### src/rtl/core/kalman_tempo_phase_tracker_top_defines.svh
// Assertion macros for the tempo and phase tracker.
`ifndef KALMAN_TEMPO_PHASE_TRACKER_TOP_DEFINES_SVH
`define KALMAN_TEMPO_PHASE_TRACKER_TOP_DEFINES_SVH
`ifndef SYNTHESIS
`define KTPT_ASSERT(lbl, prop, msg) \
  lbl: assert property (@(posedge clk_i) disable iff (!rst_ni) prop) else $error(msg);
`define KTPT_ASSERT_ALWAYS(lbl, prop, msg) \
  lbl: assert property (@(posedge clk_i) prop) else $error(msg);
`else
`define KTPT_ASSERT(lbl, prop, msg)
`define KTPT_ASSERT_ALWAYS(lbl, prop, msg)
`endif
`endif

### src/rtl/core/ktpt_pkg.sv
package ktpt_pkg;

  localparam int MagW    = 64;
  localparam int NumMem  = 22;
  localparam int PcW     = 6;
  localparam logic [PcW-1:0] PcRestart = 6'd43;

  typedef enum logic [2:0] {
    CFG_Q_PHASE, CFG_Q_TEMPO, CFG_R_PHASE, CFG_R_TEMPO, CFG_PHASE_GATE, CFG_TEMPO_GATE
  } cfg_idx_e;

  // Scratch memory entries come first, the fixed sources after them.
  typedef enum logic [4:0] {
    SRC_PH, SRC_PER, SRC_P00, SRC_P01, SRC_P10, SRC_P11,
    SRC_H00, SRC_H01, SRC_H10, SRC_H11, SRC_S00, SRC_S11, SRC_DET,
    SRC_K00, SRC_K01, SRC_K10, SRC_K11, SRC_Y0, SRC_Y1, SRC_T0, SRC_T1, SRC_T2,
    SRC_M0, SRC_M1, SRC_QP, SRC_QT, SRC_RP, SRC_RT, SRC_PG, SRC_TG
  } src_e;

  typedef enum logic [2:0] {
    OP_ADD, OP_SUB, OP_MUL, OP_DIV, OP_ABS, OP_GT, OP_MOV, OP_OUT
  } op_e;

  typedef enum logic [1:0] {CND_ALWAYS, CND_PASS, CND_GATE} cond_e;

  typedef enum logic [1:0] {ST_IDLE, ST_READ, ST_EXEC, ST_WAIT} state_e;

  typedef struct packed {
    op_e   op;
    cond_e cond;
    src_e  dst;
    src_e  a;
    src_e  b;
  } instr_t;

  typedef struct packed {
    logic            neg;
    logic            over;
    logic [MagW-1:0] mag;
  } unit_res_t;

  function automatic instr_t mk(input op_e op, input cond_e cond, input src_e dst,
                                input src_e a, input src_e b);
    instr_t i;
    i.op = op; i.cond = cond; i.dst = dst; i.a = a; i.b = b;
    return i;
  endfunction

  function automatic instr_t prog_rom(input logic [PcW-1:0] pc);
    instr_t i;
    case (pc)
      6'd0:  i = mk(OP_ADD, CND_ALWAYS, SRC_PH,  SRC_PH,  SRC_PER);
      6'd1:  i = mk(OP_ADD, CND_ALWAYS, SRC_T0,  SRC_P00, SRC_P10);
      6'd2:  i = mk(OP_ADD, CND_ALWAYS, SRC_T1,  SRC_P01, SRC_P11);
      6'd3:  i = mk(OP_ADD, CND_ALWAYS, SRC_T0,  SRC_T0,  SRC_T1);
      6'd4:  i = mk(OP_ADD, CND_ALWAYS, SRC_H00, SRC_T0,  SRC_QP);
      6'd5:  i = mk(OP_ADD, CND_ALWAYS, SRC_H01, SRC_P01, SRC_P11);
      6'd6:  i = mk(OP_ADD, CND_ALWAYS, SRC_H10, SRC_P10, SRC_P11);
      6'd7:  i = mk(OP_ADD, CND_ALWAYS, SRC_H11, SRC_P11, SRC_QT);
      6'd8:  i = mk(OP_ADD, CND_ALWAYS, SRC_S00, SRC_H00, SRC_RP);
      6'd9:  i = mk(OP_ADD, CND_ALWAYS, SRC_S11, SRC_H11, SRC_RT);
      6'd10: i = mk(OP_MUL, CND_ALWAYS, SRC_T0,  SRC_S00, SRC_S11);
      6'd11: i = mk(OP_MUL, CND_ALWAYS, SRC_T1,  SRC_H01, SRC_H10);
      6'd12: i = mk(OP_SUB, CND_ALWAYS, SRC_DET, SRC_T0,  SRC_T1);
      6'd13: i = mk(OP_MUL, CND_ALWAYS, SRC_T0,  SRC_H00, SRC_S11);
      6'd14: i = mk(OP_SUB, CND_ALWAYS, SRC_T0,  SRC_T0,  SRC_T1);
      6'd15: i = mk(OP_DIV, CND_ALWAYS, SRC_K00, SRC_T0,  SRC_DET);
      6'd16: i = mk(OP_MUL, CND_ALWAYS, SRC_T0,  SRC_H01, SRC_S00);
      6'd17: i = mk(OP_MUL, CND_ALWAYS, SRC_T2,  SRC_H00, SRC_H01);
      6'd18: i = mk(OP_SUB, CND_ALWAYS, SRC_T0,  SRC_T0,  SRC_T2);
      6'd19: i = mk(OP_DIV, CND_ALWAYS, SRC_K01, SRC_T0,  SRC_DET);
      6'd20: i = mk(OP_MUL, CND_ALWAYS, SRC_T0,  SRC_H10, SRC_S11);
      6'd21: i = mk(OP_MUL, CND_ALWAYS, SRC_T2,  SRC_H11, SRC_H10);
      6'd22: i = mk(OP_SUB, CND_ALWAYS, SRC_T0,  SRC_T0,  SRC_T2);
      6'd23: i = mk(OP_DIV, CND_ALWAYS, SRC_K10, SRC_T0,  SRC_DET);
      6'd24: i = mk(OP_MUL, CND_ALWAYS, SRC_T0,  SRC_H11, SRC_S00);
      // The product of the two off-diagonal terms is still held in T1.
      6'd25: i = mk(OP_SUB, CND_ALWAYS, SRC_T0,  SRC_T0,  SRC_T1);
      6'd26: i = mk(OP_DIV, CND_ALWAYS, SRC_K11, SRC_T0,  SRC_DET);
      6'd27: i = mk(OP_SUB, CND_ALWAYS, SRC_Y0,  SRC_M0,  SRC_PH);
      6'd28: i = mk(OP_SUB, CND_ALWAYS, SRC_Y1,  SRC_M1,  SRC_PER);
      6'd29: i = mk(OP_MUL, CND_ALWAYS, SRC_T0,  SRC_K00, SRC_Y0);
      6'd30: i = mk(OP_MUL, CND_ALWAYS, SRC_T2,  SRC_K01, SRC_Y1);
      6'd31: i = mk(OP_ADD, CND_ALWAYS, SRC_T0,  SRC_T0,  SRC_T2);
      6'd32: i = mk(OP_ADD, CND_ALWAYS, SRC_PH,  SRC_PH,  SRC_T0);
      6'd33: i = mk(OP_MUL, CND_ALWAYS, SRC_T0,  SRC_K10, SRC_Y0);
      6'd34: i = mk(OP_MUL, CND_ALWAYS, SRC_T2,  SRC_K11, SRC_Y1);
      6'd35: i = mk(OP_ADD, CND_ALWAYS, SRC_T0,  SRC_T0,  SRC_T2);
      6'd36: i = mk(OP_ADD, CND_ALWAYS, SRC_PER, SRC_PER, SRC_T0);
      6'd37: i = mk(OP_SUB, CND_ALWAYS, SRC_T0,  SRC_PH,  SRC_M0);
      6'd38: i = mk(OP_ABS, CND_ALWAYS, SRC_T0,  SRC_T0,  SRC_T0);
      6'd39: i = mk(OP_GT,  CND_ALWAYS, SRC_T0,  SRC_T0,  SRC_PG);
      6'd40: i = mk(OP_SUB, CND_ALWAYS, SRC_T0,  SRC_M1,  SRC_PER);
      6'd41: i = mk(OP_ABS, CND_ALWAYS, SRC_T0,  SRC_T0,  SRC_T0);
      6'd42: i = mk(OP_GT,  CND_ALWAYS, SRC_T0,  SRC_T0,  SRC_TG);
      6'd43: i = mk(OP_MOV, CND_GATE,   SRC_PH,  SRC_M0,  SRC_M0);
      6'd44: i = mk(OP_MOV, CND_GATE,   SRC_PER, SRC_M1,  SRC_M1);
      6'd45: i = mk(OP_MUL, CND_ALWAYS, SRC_T0,  SRC_K00, SRC_H00);
      6'd46: i = mk(OP_MUL, CND_ALWAYS, SRC_T2,  SRC_K01, SRC_H10);
      6'd47: i = mk(OP_ADD, CND_ALWAYS, SRC_T0,  SRC_T0,  SRC_T2);
      6'd48: i = mk(OP_SUB, CND_PASS,   SRC_P00, SRC_H00, SRC_T0);
      6'd49: i = mk(OP_MUL, CND_ALWAYS, SRC_T0,  SRC_K00, SRC_H01);
      6'd50: i = mk(OP_MUL, CND_ALWAYS, SRC_T2,  SRC_K01, SRC_H11);
      6'd51: i = mk(OP_ADD, CND_ALWAYS, SRC_T0,  SRC_T0,  SRC_T2);
      6'd52: i = mk(OP_SUB, CND_PASS,   SRC_P01, SRC_H01, SRC_T0);
      6'd53: i = mk(OP_MUL, CND_ALWAYS, SRC_T0,  SRC_K10, SRC_H00);
      6'd54: i = mk(OP_MUL, CND_ALWAYS, SRC_T2,  SRC_K11, SRC_H10);
      6'd55: i = mk(OP_ADD, CND_ALWAYS, SRC_T0,  SRC_T0,  SRC_T2);
      6'd56: i = mk(OP_SUB, CND_PASS,   SRC_P10, SRC_H10, SRC_T0);
      6'd57: i = mk(OP_MUL, CND_ALWAYS, SRC_T0,  SRC_K10, SRC_H01);
      6'd58: i = mk(OP_MUL, CND_ALWAYS, SRC_T2,  SRC_K11, SRC_H11);
      6'd59: i = mk(OP_ADD, CND_ALWAYS, SRC_T0,  SRC_T0,  SRC_T2);
      6'd60: i = mk(OP_SUB, CND_PASS,   SRC_P11, SRC_H11, SRC_T0);
      default: i = mk(OP_OUT, CND_ALWAYS, SRC_T0, SRC_PH, SRC_PER);
    endcase
    return i;
  endfunction

  // Reset contents of the scratch memory, Q.16 milliseconds.
  function automatic logic [MagW-1:0] mem_reset(input src_e r);
    logic [MagW-1:0] v;
    case (r)
      SRC_PER: v = MagW'(500) << 16;
      SRC_P00: v = MagW'(15) << 16;
      SRC_P11: v = MagW'(9) << 16;
      default: v = '0;
    endcase
    return v;
  endfunction

endpackage

### src/rtl/core/ktpt_mul.sv
module ktpt_mul import ktpt_pkg::*; #(
  parameter int W = 48
) (
  input  logic                clk_i,
  input  logic                rst_ni,
  input  logic                start_i,
  input  logic signed [W-1:0] a_i,
  input  logic signed [W-1:0] b_i,
  output logic                done_o,
  output unit_res_t           res_o
);

  localparam logic [2:0] LastStep = 3'd4;

  logic [MagW-1:0]   ma_q, mb_q;
  logic              neg_q;
  logic [2*MagW-1:0] acc_q, pp, rnd;
  logic [31:0]       xa, xb;
  logic [63:0]       prod;
  logic [2:0]        step_q;
  logic              busy_q, done_q;
  unit_res_t         res_q;
  logic [W-1:0]      am, bm;

  assign am = a_i[W-1] ? W'(-a_i) : a_i;
  assign bm = b_i[W-1] ? W'(-b_i) : b_i;

  // Four 32 by 32 partial products, one per cycle, then a rounding step.
  always_comb begin
    xa   = step_q[1] ? ma_q[63:32] : ma_q[31:0];
    xb   = step_q[0] ? mb_q[63:32] : mb_q[31:0];
    prod = 64'(xa) * 64'(xb);
    case (step_q)
      3'd0:    pp = (2*MagW)'(prod);
      3'd3:    pp = (2*MagW)'(prod) << 64;
      default: pp = (2*MagW)'(prod) << 32;
    endcase
    rnd = acc_q + ((2*MagW)'(1) << 15);
  end

  always_ff @(posedge clk_i or negedge rst_ni) begin
    if (!rst_ni) begin
      busy_q <= 1'b0;
      done_q <= 1'b0;
      step_q <= '0;
    end else begin
      done_q <= busy_q && (step_q == LastStep);
      if (start_i) begin
        busy_q <= 1'b1;
        step_q <= '0;
      end else if (busy_q) begin
        if (step_q == LastStep) busy_q <= 1'b0;
        else step_q <= step_q + 3'd1;
      end
    end
  end

  always_ff @(posedge clk_i) begin
    if (start_i) begin
      ma_q  <= MagW'(am);
      mb_q  <= MagW'(bm);
      neg_q <= a_i[W-1] ^ b_i[W-1];
      acc_q <= '0;
    end else if (busy_q) begin
      if (step_q == LastStep) begin
        res_q.neg  <= neg_q;
        res_q.over <= |rnd[127:80];
        res_q.mag  <= rnd[79:16];
      end else begin
        acc_q <= acc_q + pp;
      end
    end
  end

  assign done_o = done_q;
  assign res_o  = res_q;

endmodule

### config.mk
export PLATFORM = sky130hd
export DESIGN_NAME = ktpt_mul
export DESIGN_NICKNAME = d
export VERILOG_FILES = /design/src/rtl/core/kalman_tempo_phase_tracker_top_defines.svh /design/src/rtl/core/ktpt_pkg.sv /design/src/rtl/core/ktpt_mul.sv
export SDC_FILE = /design/constraint.sdc
export NUM_CORES = 2
export LEC_CHECK = 0
export BUFFER_PORTS_ARGS = -buffer_cell sky130_fd_sc_hd__buf_2
export CORE_MARGIN = 5
export CORE_UTILIZATION = 60
export DETAILED_ROUTE_END_ITERATION = 8
export PLACE_DENSITY_LB_ADDON = 0.12
export SLEW_MARGIN = 10
export SYNTH_ARGS = -nofsm -noshare
export SYNTH_HDL_FRONTEND = slang
export SYNTH_SLANG_ARGS = --single-unit
### constraint.sdc
create_clock -name clk_i -period 12.7 [get_ports clk_i]
set_clock_uncertainty 0.05 [all_clocks]
set_input_delay 2.54 -clock clk_i [delete_from_list [all_inputs] [get_ports clk_i]]
set_output_delay 2.54 -clock clk_i [all_outputs]
set_load 0.01 [all_outputs]
==> results.toml <==
[status]
status = "completed"

[synthesis]
synth_edf_count = 163
yosysUniqueCellTypes = 78
synth.avg_cell_area_um2 = 8.36
synth_area_leaders = "fa_1, ha_1, edfxtp_1, inv_1, nand2_1"
synth_fp_nets = 8024
synth-seq-cells = 296
ys_seq_area_frac = 0.137
synth_top_area_frac = 0.324
synth_top_cells_by_count = "inv_1, nand2_1, fa_1, nor2_1, ha_1"
yosys.area.top_type = "fa_1"
synthArstFlopShare = 0.0169
yosys_warnings = 0
syn_inst = 6625
yosysMostFrequentCell = "inv_1"
ys.flop_type = "edfxtp_1"
syn-cell-area_um2 = 55400

[cts]
insertion_delay_ns = 0.60
cts_max_level = 2
cts_sinks = 296
cts_tree = "built"
clk_pin_slew_ns = 0.07
ctsHoldBuffers = 0
numCtsBuffers = 38
cts-root-buf = "clkbuf_16"
cts.path.max_buffers = 3

[floorplan]
die-area_um2 = 98500
die-height_um = 314
coreArea_um2 = 91700
num_rows = 111
die_width_um = 314
io_pins = 166
start_util = 0.604

[layout]
area_delta_synth_final_pct = 11.4
nNetsFinal = 8257
fill_cells = 7679
postLayoutCoreUtil = 0.673
layout-drive-gt1-share = 0.108
register_area_um2 = 7580
multi_input_area_um2 = 43400

[timing]
slew_violations = 0
hold_viol_final = 0
max_freq_mhz = 80.9
relSlewSlack = 0.108
min_period_over_period = 0.974
tightest_slew_ns = 1.33
rsz0062_at_grt = "true"
fin_crit_ns = 12.37
setup_violations = 0
hold_slack_ns = 0.384

[grt]
grt_pass1_vias = 49092
grt_pass1_wl_mm = 300
grt_overflow = 0
grt_max_degree = 71
track_usage = 0.405
antenna_found_initial = 13

[worst_setup_path]
critical_path.startpoint = "step_q[1]"
worstPathRequired_ns = 13.13
slowest_delay_ns = 0.56
endpoint_kind = "register"
cp-start-kind = "register"
path_class = "reg -> reg"
cp_common_cell = "fa_1"
critPathArrivalTime_ns = 12.79
crit_slowest_cell = "fa_1"
reg2reg_from = "step_q[1]"
worstPathMaxFanout = 8

[routing]
wl_per_cell_um = 25.3
drtPass1Iterations = 9
viasPerCell = 6.15
drc = 0
drt_iter0_markers = 5961
vias = 49732
ant_nets = 0
drt-total-wl_mm = 204

[place]
io_buffers = 165
gp_congestion = 1.08
dp_hpwl_mm = 166

[worst_hold_path]
hold_path_startpoint = "neg_q"
min_path_type = "reg -> reg"

[run]
cap_viol_max_count = 0
==> state kept, by name, indices dropped and copies added (netlist names) <==
register	cells
acc_q	128
res_o	66
ma_q	48
mb_q	48
step_q	3
busy_q	1
done_o	1
neg_q	1
==> layout by cell type (no fill, tap or decap), types with 128 or more instances in the layout <==
master,netlist,final
fa_1,897,897
buf_4,0,301
inv_1,990,989
a21oi_1,322,315
edfxtp_1,163,163
ha_1,403,400
o21ai_0,268,263
nand2_1,915,908
dfxtp_1,128,128
xnor2_1,252,244
nor2_1,829,828
buf_2,0,164
==> per-layer routing <==
layer / track usage / part of all wire / vias up
li1: - / - / 21675
met5: 0 / 0.00043 / -
met2: 0.593 / 0.42 / 3044
met3: 0.135 / 0.14 / 672
met4: 0.180 / 0.060 / 8
met1: 0.551 / 0.38 / 24333
==> layout make-up <==
cell class,count,area share
multi-input cells,5009,0.704
flip-flops and latches,296,0.123
repair buffers,522,0.0671
inverters,991,0.0604
well taps,1186,0.0241
clock buffers,46,0.0162
clock inverters,24,0.00485
diodes,9,0.000365
==> kinds of logic (layout without fill, tap and decap cells) <==
kind of cell	after synthesis	count (layout)	share of synthesized area
AO/OA/AOI/OAI	1004	1004	0.111
buffers and inverters	1320	1583	0.0897
flip-flops	296	296	0.137
adder cells (fa/ha/maj)	1300	1300	0.415
other	0	9	0
multiplexers	62	62	0.0119
XOR/XNOR	358	358	0.0566
AND/OR/NAND/NOR	2285	2285	0.179
==> timing repair <==
item / 4_1_cts / 5_1_grt
setup buffers: 1 / 23
setup endpoints to repair: 3 / 29
resized for setup: 12 / 91
pin swaps: 2 / 12
cloned: 0 / 10
==> worst max-delay path: cells and delay by family (launching register included) <==
kind            cells  cell delay, ns
simple gates        8            1.22
compound gates     16            3.28
fa+ha+maj          10            4.83
flops               1            0.47
buf+inv            12            1.58
mux                 1            0.28
xor+xnor            1            0.48
==> stage by stage <==
step	instance area, um^2	setup TNS, ns	worst slack [ns]	instances
2_1_floorplan	55400	0	0.643	6625
3_3_place_gp	59400	-0.214	-0.214	7970
5_1_grt	61700	-0.0704	-0.0577	8074
4_1_cts	60800	0	0.0522	8041
3_5_place_dp	59400	-0.326	-0.326	7970
6_report	61700	0	0.335	8083
==> worst paths after layout <==
| check | slack (ns) | cells after the start | endpoint |
|---|---|---|---|
| worst max-delay path | 0.33 | 48 | acc_q[127] |
| worst min-delay path | 0.38 | 0 | res_o[65] |
| worst max register to register | 0.33 | 48 | acc_q[127] |
| worst min register to register | 0.38 | 0 | res_o[65] |
| max in group asynchronous | 10.59 | 1 | step_q[0] |
| min in group asynchronous | 1.75 | 1 | step_q[1] |
Power is left out: the tool's default activity adds up to more than one toggle a clock period on the data nets, which glitch-free logic cannot reach.
