`config.mk`:
```
export PLATFORM = sky130hd
export DESIGN_NAME = ktpt_div
export DESIGN_NICKNAME = d
export VERILOG_FILES = /design/src/rtl/core/kalman_tempo_phase_tracker_top_defines.svh /design/src/rtl/core/ktpt_pkg.sv /design/src/rtl/core/ktpt_div.sv
export SDC_FILE = /design/constraint.sdc
export NUM_CORES = 1
export LEC_CHECK = 0
export ABC_CLOCK_PERIOD_IN_PS = 8400
export BUFFER_PORTS_ARGS = -buffer_cell sky130_fd_sc_hd__buf_2
export CAP_MARGIN = 20
export CORE_AREA = 2 2 164 166
export DETAILED_ROUTE_END_ITERATION = 10
export DIE_AREA = 0 0 166 168
export PLACE_DENSITY_LB_ADDON = 0.25
export SLEW_MARGIN = 20
export SYNTH_ARGS = -nofsm -noshare
export SYNTH_HDL_FRONTEND = slang
export SYNTH_SLANG_ARGS = --single-unit
```
`constraint.sdc`:
```
create_clock -name clk_i -period 8.4 [get_ports clk_i]
set_input_delay 0 -clock clk_i [delete_from_list [all_inputs] [get_ports clk_i]]
set_output_delay 0 -clock clk_i [all_outputs]
set_load 0.005 [all_outputs]
```
`src/rtl/core/kalman_tempo_phase_tracker_top_defines.svh`:
```
// Assertion macros for the tempo and phase tracker.
`ifndef KALMAN_TEMPO_PHASE_TRACKER_TOP_DEFINES_SVH
`define KALMAN_TEMPO_PHASE_TRACKER_TOP_DEFINES_SVH
`ifndef SYNTHESIS
`define KTPT_ASSERT(lbl, prop, msg) \
  lbl: assert property (@(posedge clk_i) disable iff (!rst_ni) prop) else $error(msg);
`define KTPT_ASSERT_ALWAYS(lbl, prop, msg) \
  lbl: assert property (@(posedge clk_i) prop) else $error(msg);
`else
`define KTPT_ASSERT(lbl, prop, msg)
`define KTPT_ASSERT_ALWAYS(lbl, prop, msg)
`endif
`endif

```
`src/rtl/core/ktpt_pkg.sv`:
```
package ktpt_pkg;

  localparam int MagW    = 64;
  localparam int NumMem  = 22;
  localparam int PcW     = 6;
  localparam logic [PcW-1:0] PcRestart = 6'd43;

  typedef enum logic [2:0] {
    CFG_Q_PHASE, CFG_Q_TEMPO, CFG_R_PHASE, CFG_R_TEMPO, CFG_PHASE_GATE, CFG_TEMPO_GATE
  } cfg_idx_e;

  // Scratch memory entries come first, the fixed sources after them.
  typedef enum logic [4:0] {
    SRC_PH, SRC_PER, SRC_P00, SRC_P01, SRC_P10, SRC_P11,
    SRC_H00, SRC_H01, SRC_H10, SRC_H11, SRC_S00, SRC_S11, SRC_DET,
    SRC_K00, SRC_K01, SRC_K10, SRC_K11, SRC_Y0, SRC_Y1, SRC_T0, SRC_T1, SRC_T2,
    SRC_M0, SRC_M1, SRC_QP, SRC_QT, SRC_RP, SRC_RT, SRC_PG, SRC_TG
  } src_e;

  typedef enum logic [2:0] {
    OP_ADD, OP_SUB, OP_MUL, OP_DIV, OP_ABS, OP_GT, OP_MOV, OP_OUT
  } op_e;

  typedef enum logic [1:0] {CND_ALWAYS, CND_PASS, CND_GATE} cond_e;

  typedef enum logic [1:0] {ST_IDLE, ST_READ, ST_EXEC, ST_WAIT} state_e;

  typedef struct packed {
    op_e   op;
    cond_e cond;
    src_e  dst;
    src_e  a;
    src_e  b;
  } instr_t;

  typedef struct packed {
    logic            neg;
    logic            over;
    logic [MagW-1:0] mag;
  } unit_res_t;

  function automatic instr_t mk(input op_e op, input cond_e cond, input src_e dst,
                                input src_e a, input src_e b);
    instr_t i;
    i.op = op; i.cond = cond; i.dst = dst; i.a = a; i.b = b;
    return i;
  endfunction

  function automatic instr_t prog_rom(input logic [PcW-1:0] pc);
    instr_t i;
    case (pc)
      6'd0:  i = mk(OP_ADD, CND_ALWAYS, SRC_PH,  SRC_PH,  SRC_PER);
      6'd1:  i = mk(OP_ADD, CND_ALWAYS, SRC_T0,  SRC_P00, SRC_P10);
      6'd2:  i = mk(OP_ADD, CND_ALWAYS, SRC_T1,  SRC_P01, SRC_P11);
      6'd3:  i = mk(OP_ADD, CND_ALWAYS, SRC_T0,  SRC_T0,  SRC_T1);
      6'd4:  i = mk(OP_ADD, CND_ALWAYS, SRC_H00, SRC_T0,  SRC_QP);
      6'd5:  i = mk(OP_ADD, CND_ALWAYS, SRC_H01, SRC_P01, SRC_P11);
      6'd6:  i = mk(OP_ADD, CND_ALWAYS, SRC_H10, SRC_P10, SRC_P11);
      6'd7:  i = mk(OP_ADD, CND_ALWAYS, SRC_H11, SRC_P11, SRC_QT);
      6'd8:  i = mk(OP_ADD, CND_ALWAYS, SRC_S00, SRC_H00, SRC_RP);
      6'd9:  i = mk(OP_ADD, CND_ALWAYS, SRC_S11, SRC_H11, SRC_RT);
      6'd10: i = mk(OP_MUL, CND_ALWAYS, SRC_T0,  SRC_S00, SRC_S11);
      6'd11: i = mk(OP_MUL, CND_ALWAYS, SRC_T1,  SRC_H01, SRC_H10);
      6'd12: i = mk(OP_SUB, CND_ALWAYS, SRC_DET, SRC_T0,  SRC_T1);
      6'd13: i = mk(OP_MUL, CND_ALWAYS, SRC_T0,  SRC_H00, SRC_S11);
      6'd14: i = mk(OP_SUB, CND_ALWAYS, SRC_T0,  SRC_T0,  SRC_T1);
      6'd15: i = mk(OP_DIV, CND_ALWAYS, SRC_K00, SRC_T0,  SRC_DET);
      6'd16: i = mk(OP_MUL, CND_ALWAYS, SRC_T0,  SRC_H01, SRC_S00);
      6'd17: i = mk(OP_MUL, CND_ALWAYS, SRC_T2,  SRC_H00, SRC_H01);
      6'd18: i = mk(OP_SUB, CND_ALWAYS, SRC_T0,  SRC_T0,  SRC_T2);
      6'd19: i = mk(OP_DIV, CND_ALWAYS, SRC_K01, SRC_T0,  SRC_DET);
      6'd20: i = mk(OP_MUL, CND_ALWAYS, SRC_T0,  SRC_H10, SRC_S11);
      6'd21: i = mk(OP_MUL, CND_ALWAYS, SRC_T2,  SRC_H11, SRC_H10);
      6'd22: i = mk(OP_SUB, CND_ALWAYS, SRC_T0,  SRC_T0,  SRC_T2);
      6'd23: i = mk(OP_DIV, CND_ALWAYS, SRC_K10, SRC_T0,  SRC_DET);
      6'd24: i = mk(OP_MUL, CND_ALWAYS, SRC_T0,  SRC_H11, SRC_S00);
      // The product of the two off-diagonal terms is still held in T1.
      6'd25: i = mk(OP_SUB, CND_ALWAYS, SRC_T0,  SRC_T0,  SRC_T1);
      6'd26: i = mk(OP_DIV, CND_ALWAYS, SRC_K11, SRC_T0,  SRC_DET);
      6'd27: i = mk(OP_SUB, CND_ALWAYS, SRC_Y0,  SRC_M0,  SRC_PH);
      6'd28: i = mk(OP_SUB, CND_ALWAYS, SRC_Y1,  SRC_M1,  SRC_PER);
      6'd29: i = mk(OP_MUL, CND_ALWAYS, SRC_T0,  SRC_K00, SRC_Y0);
      6'd30: i = mk(OP_MUL, CND_ALWAYS, SRC_T2,  SRC_K01, SRC_Y1);
      6'd31: i = mk(OP_ADD, CND_ALWAYS, SRC_T0,  SRC_T0,  SRC_T2);
      6'd32: i = mk(OP_ADD, CND_ALWAYS, SRC_PH,  SRC_PH,  SRC_T0);
      6'd33: i = mk(OP_MUL, CND_ALWAYS, SRC_T0,  SRC_K10, SRC_Y0);
      6'd34: i = mk(OP_MUL, CND_ALWAYS, SRC_T2,  SRC_K11, SRC_Y1);
      6'd35: i = mk(OP_ADD, CND_ALWAYS, SRC_T0,  SRC_T0,  SRC_T2);
      6'd36: i = mk(OP_ADD, CND_ALWAYS, SRC_PER, SRC_PER, SRC_T0);
      6'd37: i = mk(OP_SUB, CND_ALWAYS, SRC_T0,  SRC_PH,  SRC_M0);
      6'd38: i = mk(OP_ABS, CND_ALWAYS, SRC_T0,  SRC_T0,  SRC_T0);
      6'd39: i = mk(OP_GT,  CND_ALWAYS, SRC_T0,  SRC_T0,  SRC_PG);
      6'd40: i = mk(OP_SUB, CND_ALWAYS, SRC_T0,  SRC_M1,  SRC_PER);
      6'd41: i = mk(OP_ABS, CND_ALWAYS, SRC_T0,  SRC_T0,  SRC_T0);
      6'd42: i = mk(OP_GT,  CND_ALWAYS, SRC_T0,  SRC_T0,  SRC_TG);
      6'd43: i = mk(OP_MOV, CND_GATE,   SRC_PH,  SRC_M0,  SRC_M0);
      6'd44: i = mk(OP_MOV, CND_GATE,   SRC_PER, SRC_M1,  SRC_M1);
      6'd45: i = mk(OP_MUL, CND_ALWAYS, SRC_T0,  SRC_K00, SRC_H00);
      6'd46: i = mk(OP_MUL, CND_ALWAYS, SRC_T2,  SRC_K01, SRC_H10);
      6'd47: i = mk(OP_ADD, CND_ALWAYS, SRC_T0,  SRC_T0,  SRC_T2);
      6'd48: i = mk(OP_SUB, CND_PASS,   SRC_P00, SRC_H00, SRC_T0);
      6'd49: i = mk(OP_MUL, CND_ALWAYS, SRC_T0,  SRC_K00, SRC_H01);
      6'd50: i = mk(OP_MUL, CND_ALWAYS, SRC_T2,  SRC_K01, SRC_H11);
      6'd51: i = mk(OP_ADD, CND_ALWAYS, SRC_T0,  SRC_T0,  SRC_T2);
      6'd52: i = mk(OP_SUB, CND_PASS,   SRC_P01, SRC_H01, SRC_T0);
      6'd53: i = mk(OP_MUL, CND_ALWAYS, SRC_T0,  SRC_K10, SRC_H00);
      6'd54: i = mk(OP_MUL, CND_ALWAYS, SRC_T2,  SRC_K11, SRC_H10);
      6'd55: i = mk(OP_ADD, CND_ALWAYS, SRC_T0,  SRC_T0,  SRC_T2);
      6'd56: i = mk(OP_SUB, CND_PASS,   SRC_P10, SRC_H10, SRC_T0);
      6'd57: i = mk(OP_MUL, CND_ALWAYS, SRC_T0,  SRC_K10, SRC_H01);
      6'd58: i = mk(OP_MUL, CND_ALWAYS, SRC_T2,  SRC_K11, SRC_H11);
      6'd59: i = mk(OP_ADD, CND_ALWAYS, SRC_T0,  SRC_T0,  SRC_T2);
      6'd60: i = mk(OP_SUB, CND_PASS,   SRC_P11, SRC_H11, SRC_T0);
      default: i = mk(OP_OUT, CND_ALWAYS, SRC_T0, SRC_PH, SRC_PER);
    endcase
    return i;
  endfunction

  // Reset contents of the scratch memory, Q.16 milliseconds.
  function automatic logic [MagW-1:0] mem_reset(input src_e r);
    logic [MagW-1:0] v;
    case (r)
      SRC_PER: v = MagW'(500) << 16;
      SRC_P00: v = MagW'(15) << 16;
      SRC_P11: v = MagW'(9) << 16;
      default: v = '0;
    endcase
    return v;
  endfunction

endpackage

```
`src/rtl/core/ktpt_div.sv`:
```
module ktpt_div import ktpt_pkg::*; #(
  parameter int W = 48
) (
  input  logic                clk_i,
  input  logic                rst_ni,
  input  logic                start_i,
  input  logic signed [W-1:0] num_i,
  input  logic signed [W-1:0] den_i,
  output logic                done_o,
  output unit_res_t           res_o
);

  localparam int DvW  = W + 16;
  localparam int CntW = $clog2(DvW + 1);

  logic [W-1:0]      d_q, rem_q, rem_d, nm, dm;
  logic [DvW-1:0]    dvd_q, quot_q;
  logic [W:0]        trial, diff;
  logic              ge, neg_q, zero_q;
  logic [CntW-1:0]   cnt_q;
  logic              busy_q, done_q;
  logic [2*MagW-1:0] qext;
  unit_res_t         res_q;

  assign nm = num_i[W-1] ? W'(-num_i) : num_i;
  assign dm = den_i[W-1] ? W'(-den_i) : den_i;

  // Restoring division, one quotient bit per cycle. The remainder stays
  // below the divisor, so the new remainder never needs the trial's top bit.
  always_comb begin
    trial = {rem_q, dvd_q[DvW-1]};
    diff  = trial - {1'b0, d_q};
    ge    = trial >= {1'b0, d_q};
    rem_d = ge ? diff[W-1:0] : trial[W-1:0];
    qext  = (2*MagW)'(quot_q);
  end

  always_ff @(posedge clk_i or negedge rst_ni) begin
    if (!rst_ni) begin
      busy_q <= 1'b0;
      done_q <= 1'b0;
      cnt_q  <= '0;
    end else begin
      done_q <= busy_q && (cnt_q == '0);
      if (start_i) begin
        busy_q <= 1'b1;
        cnt_q  <= CntW'(DvW);
      end else if (busy_q) begin
        if (cnt_q == '0) busy_q <= 1'b0;
        else cnt_q <= cnt_q - CntW'(1);
      end
    end
  end

  always_ff @(posedge clk_i) begin
    if (start_i) begin
      d_q    <= dm;
      rem_q  <= '0;
      dvd_q  <= {nm, 16'd0};
      quot_q <= '0;
      neg_q  <= num_i[W-1] ^ den_i[W-1];
      zero_q <= (den_i == '0);
    end else if (busy_q) begin
      if (cnt_q == '0) begin
        res_q.neg  <= neg_q;
        res_q.over <= !zero_q && (|qext[127:64]);
        res_q.mag  <= zero_q ? '0 : qext[63:0];
      end else begin
        rem_q  <= rem_d;
        dvd_q  <= {dvd_q[DvW-2:0], 1'b0};
        quot_q <= {quot_q[DvW-2:0], ge};
      end
    end
  end

  assign done_o = done_q;
  assign res_o  = res_q;

endmodule

```
==> impl_metrics.tcl <==
set metrics [dict create \
    grtUsageTotal_pct 26.52 \
    placed_area_um2 16400 \
    die_area_um2 27890 \
    ys_ff_latch 284 \
    path_cells "inv_1 > ha_1 > nand4_1 > nor4_1 > o211ai_1 > a31oi_1 > o21ai_0 > a211oi_1 > or2_2 > o311ai_0 > a31oi_1" \
    antenna_left 0 \
    drv_cap 0 \
    cts_tree "yes" \
    drc 0 \
    synth_top_area_share_pct 31.77 \
    slew_violations 0 \
    stdcell_count 2289 \
    drive_gt1_share_pct 13.10 \
    cp.required_ns 8.88 \
    async_reset_ff_share_pct 3.169 \
    globalRouteOverflowTotal 0 \
    critPathKind "flop to flop" \
    gp_congestion 0.9089 \
    synthTopCellsByCount "nand2_1 (282), a21oi_1 (172), edfxtp_1 (163)" \
    post_drt_wl_per_cell_um 16.52 \
    routed_wl_um 37820 \
    ys.flop_type "edfxtp_1" \
    post-synth-top-area-cell "edfxtp_1" \
    start_util_pct 58.47 \
    p_per_area_nw_per_um2 233.5 \
    cp-endpoint "rem_q[33]$_SDFFE_PP0P_" \
    viasPerCell 5.771 \
    syn-num-nets 1845 \
    num_io_pins 166 \
    io_buffers 164 \
    ff2ff_setup_slack_ns 4.14 \
    worstPathMaxFanout 44 \
    die_y_um 168 \
    irDropWorstVdd_uv 188.0 \
    fmax_mhz 234.5 \
    status "finished, final reports clean" \
    synthTopCellsByArea "edfxtp_1 (32%), dfxtp_1 (15%), nand2_1 (6.9%)" \
    startpoint_type "flop" \
    first_pass_iters 5 \
    hold_class "input pin to flop" \
    power_leakage_nw 7.228 \
    cp_slowest_cell "or2_2" \
    grt_max_degree 93 \
    hold_viol 0 \
    setup_viol 0 \
    die_w_um 166 \
    vias 13210 \
    final_cell_area_um2 18620 \
    rsz0062_at_grt "no" \
    synth_warnings 0 \
    clkSlewWorstSetupHoldPaths_ns 0.07 \
    drt_iter0_markers 1116 \
    period_share_pct 50.77 \
    startpoint "d_q[19]$_DFFE_PP_" \
    area_growth_pct 20.86 \
    synth_cells 1693 \
    post-place-cells 2111 \
    r2r_cells 11 \
    grt_pass1_vias 12550 \
    period_minus_slack_ns 4.264 \
    setup.worst_path.end_class "flop" \
    hpwl_um 23620 \
    critPathMaxStageDelay_ns 0.88 \
    syn_area_um2 15410 \
    arrival_ns 4.74 \
    tightest_slew_ns 0.9552 \
    cts_resized 0 \
    seq_area_frac_synth_pct 47.79 \
    cts-root-buf "clkbuf_16" \
    synth_most_common_cell "nand2_1" \
    synth_edf_count 163 \
    timing.rr.start "d_q[19]$_DFFE_PP_" \
    r2r-end "rem_q[33]$_SDFFE_PP0P_" \
    fp-row-count 60 \
    clock-sinks 284 \
    cts_made_buffers 30 \
    h-tree-depth 1 \
    grt_pass1_wl_um 61980 \
    skew_ns 0.01744 \
    fin_nets 2074 \
    clk_latency_ns 0.56 \
    setup_tns_ns 0 \
    antenna_found_initial 0 \
    coreArea_um2 26350 \
    avgSynthCellArea_um2 9.100 \
    synth.distinct_cells 66 \
    relSlewSlack_pct 36.32 \
    clock_path_buffers 3 \
    cp_common_cell "a31oi_1" \
]
-- logic make-up after synthesis --
kind of cell	Yosys count	synth area share (%)
flip-flops	284	47.79
other	1	0.02434
XOR/XNOR	129	7.334
multiplexers	18	1.283
adder cells (fa/ha/maj)	53	4.353
AO/OA/AOI/OAI	442	17.02
buffers and inverters	172	4.239
AND/OR/NAND/NOR	594	17.96
-- power by group --
group,switching [W],internal [W]
Combinational,0.000762,0.000482
Sequential,0.0000905,0.00166
Clock,0.000551,0.000798
Total,0.00140,0.00294
-- stage by stage --
step / setup slack [ns] / utilization [%] / hold WS (ns) / total power (W)
after floorplan: 2.509 / - / -0.2956 / 0.002637
after global placement: 4.370 / 62.12 / -0.1385 / 0.002907
after detailed placement: 4.172 / 62.22 / -0.1349 / 0.002943
after CTS: 4.147 / 70.62 / 0.1339 / 0.004343
after global routing: 3.591 / 70.64 / 0.2109 / 0.004581
final: 4.136 / 70.66 / 0.1994 / 0.004347
-- registers in the layout, indices dropped and copies added (netlist names) --
name and cells:
res_o 65, quot_q 64, d_q 48, dvd_q 48
rem_q 48, cnt_q 7, busy_q 1, done_o 1
neg_q 1, zero_q 1
-- how the worst min path moves through the flow --
stage | start | endpoint | slack [ns] | cells past startpoint
detailed placement | rst_ni | cnt_q[4]$_DFFE_PN0P_ | -0.13 | 1
finish | den_i[47] | d_q[47]$_SDFFCE_PN0P_ | 0.20 | 3
floorplan | rst_ni | busy_q$_DFF_PN0_ | -0.30 | 0
global route | den_i[47] | d_q[47]$_SDFFCE_PN0P_ | 0.21 | 3
global placement | rst_ni | cnt_q[4]$_DFFE_PN0P_ | -0.14 | 1
CTS | den_i[47] | d_q[47]$_SDFFCE_PN0P_ | 0.13 | 3
-- area by class of cell --
cell class	instances	area [um^2]
antenna	2	5.005
clock buffer	39	837.1
clock inverter	17	175.2
fill	1922	7731
inverter	77	289.0
multi-input combinational	1237	7416
sequential	284	7362
tap	341	426.7
timing repair buffer	292	2108
-- metal layers --
metal / vias to the layer above / share of wire, % / GRT usage, %
li1: 6450 / - / -
met1: 6152 / 44 / 35.65
met2: 504 / 47 / 44.40
met3: 103 / 5.8 / 3.197
met4: 0 / 3.5 / 9.981
met5: - / 0 / 0
-- placed cells by master, fill, tap and decap left out, drive strengths merged, types with 4 or more instances in the layout --
cell and instances:
buf 172, or3 14, and3 4, o21ai 109, inv 79, nor3 22, ha 52, nand2 282
nor2b 67, a31oi 42, a21oi 172, nand3 21, o41ai 14, o211ai 7, mux2 14, dfrtp 9
o31a 4, a211oi 12, nor4 6, dfxtp 112, and2 4, or2 7, mux2i 4, nand4 19
nand2b 15, nor2 104, xor2 55, dlygate4sd3 120, clkinv 11, o21a 5, nand3b 5, clkbuf 39
or4 18, a21o 20, a21boi 6, o31ai 26, xnor2 74, edfxtp 163
-- repair_timing --
action | in CTS | in global routing
setup endpoints to repair | 0 | 0
hold buffers | 120 | 0
endpoints found under the hold margin | 144 | 0
setup buffers | 0 | 0
-- critical path, delay by kind of cell, from the launching register on --
family,cells,cell delay (ns)
AOI/OAI and AO/OA,6,1.85
buffers and inverters,1,0.05
DFF,1,0.32
adders and majority gates,1,0.43
and+or+nand+nor,3,1.53
Power figures use the tool's default switching activity.
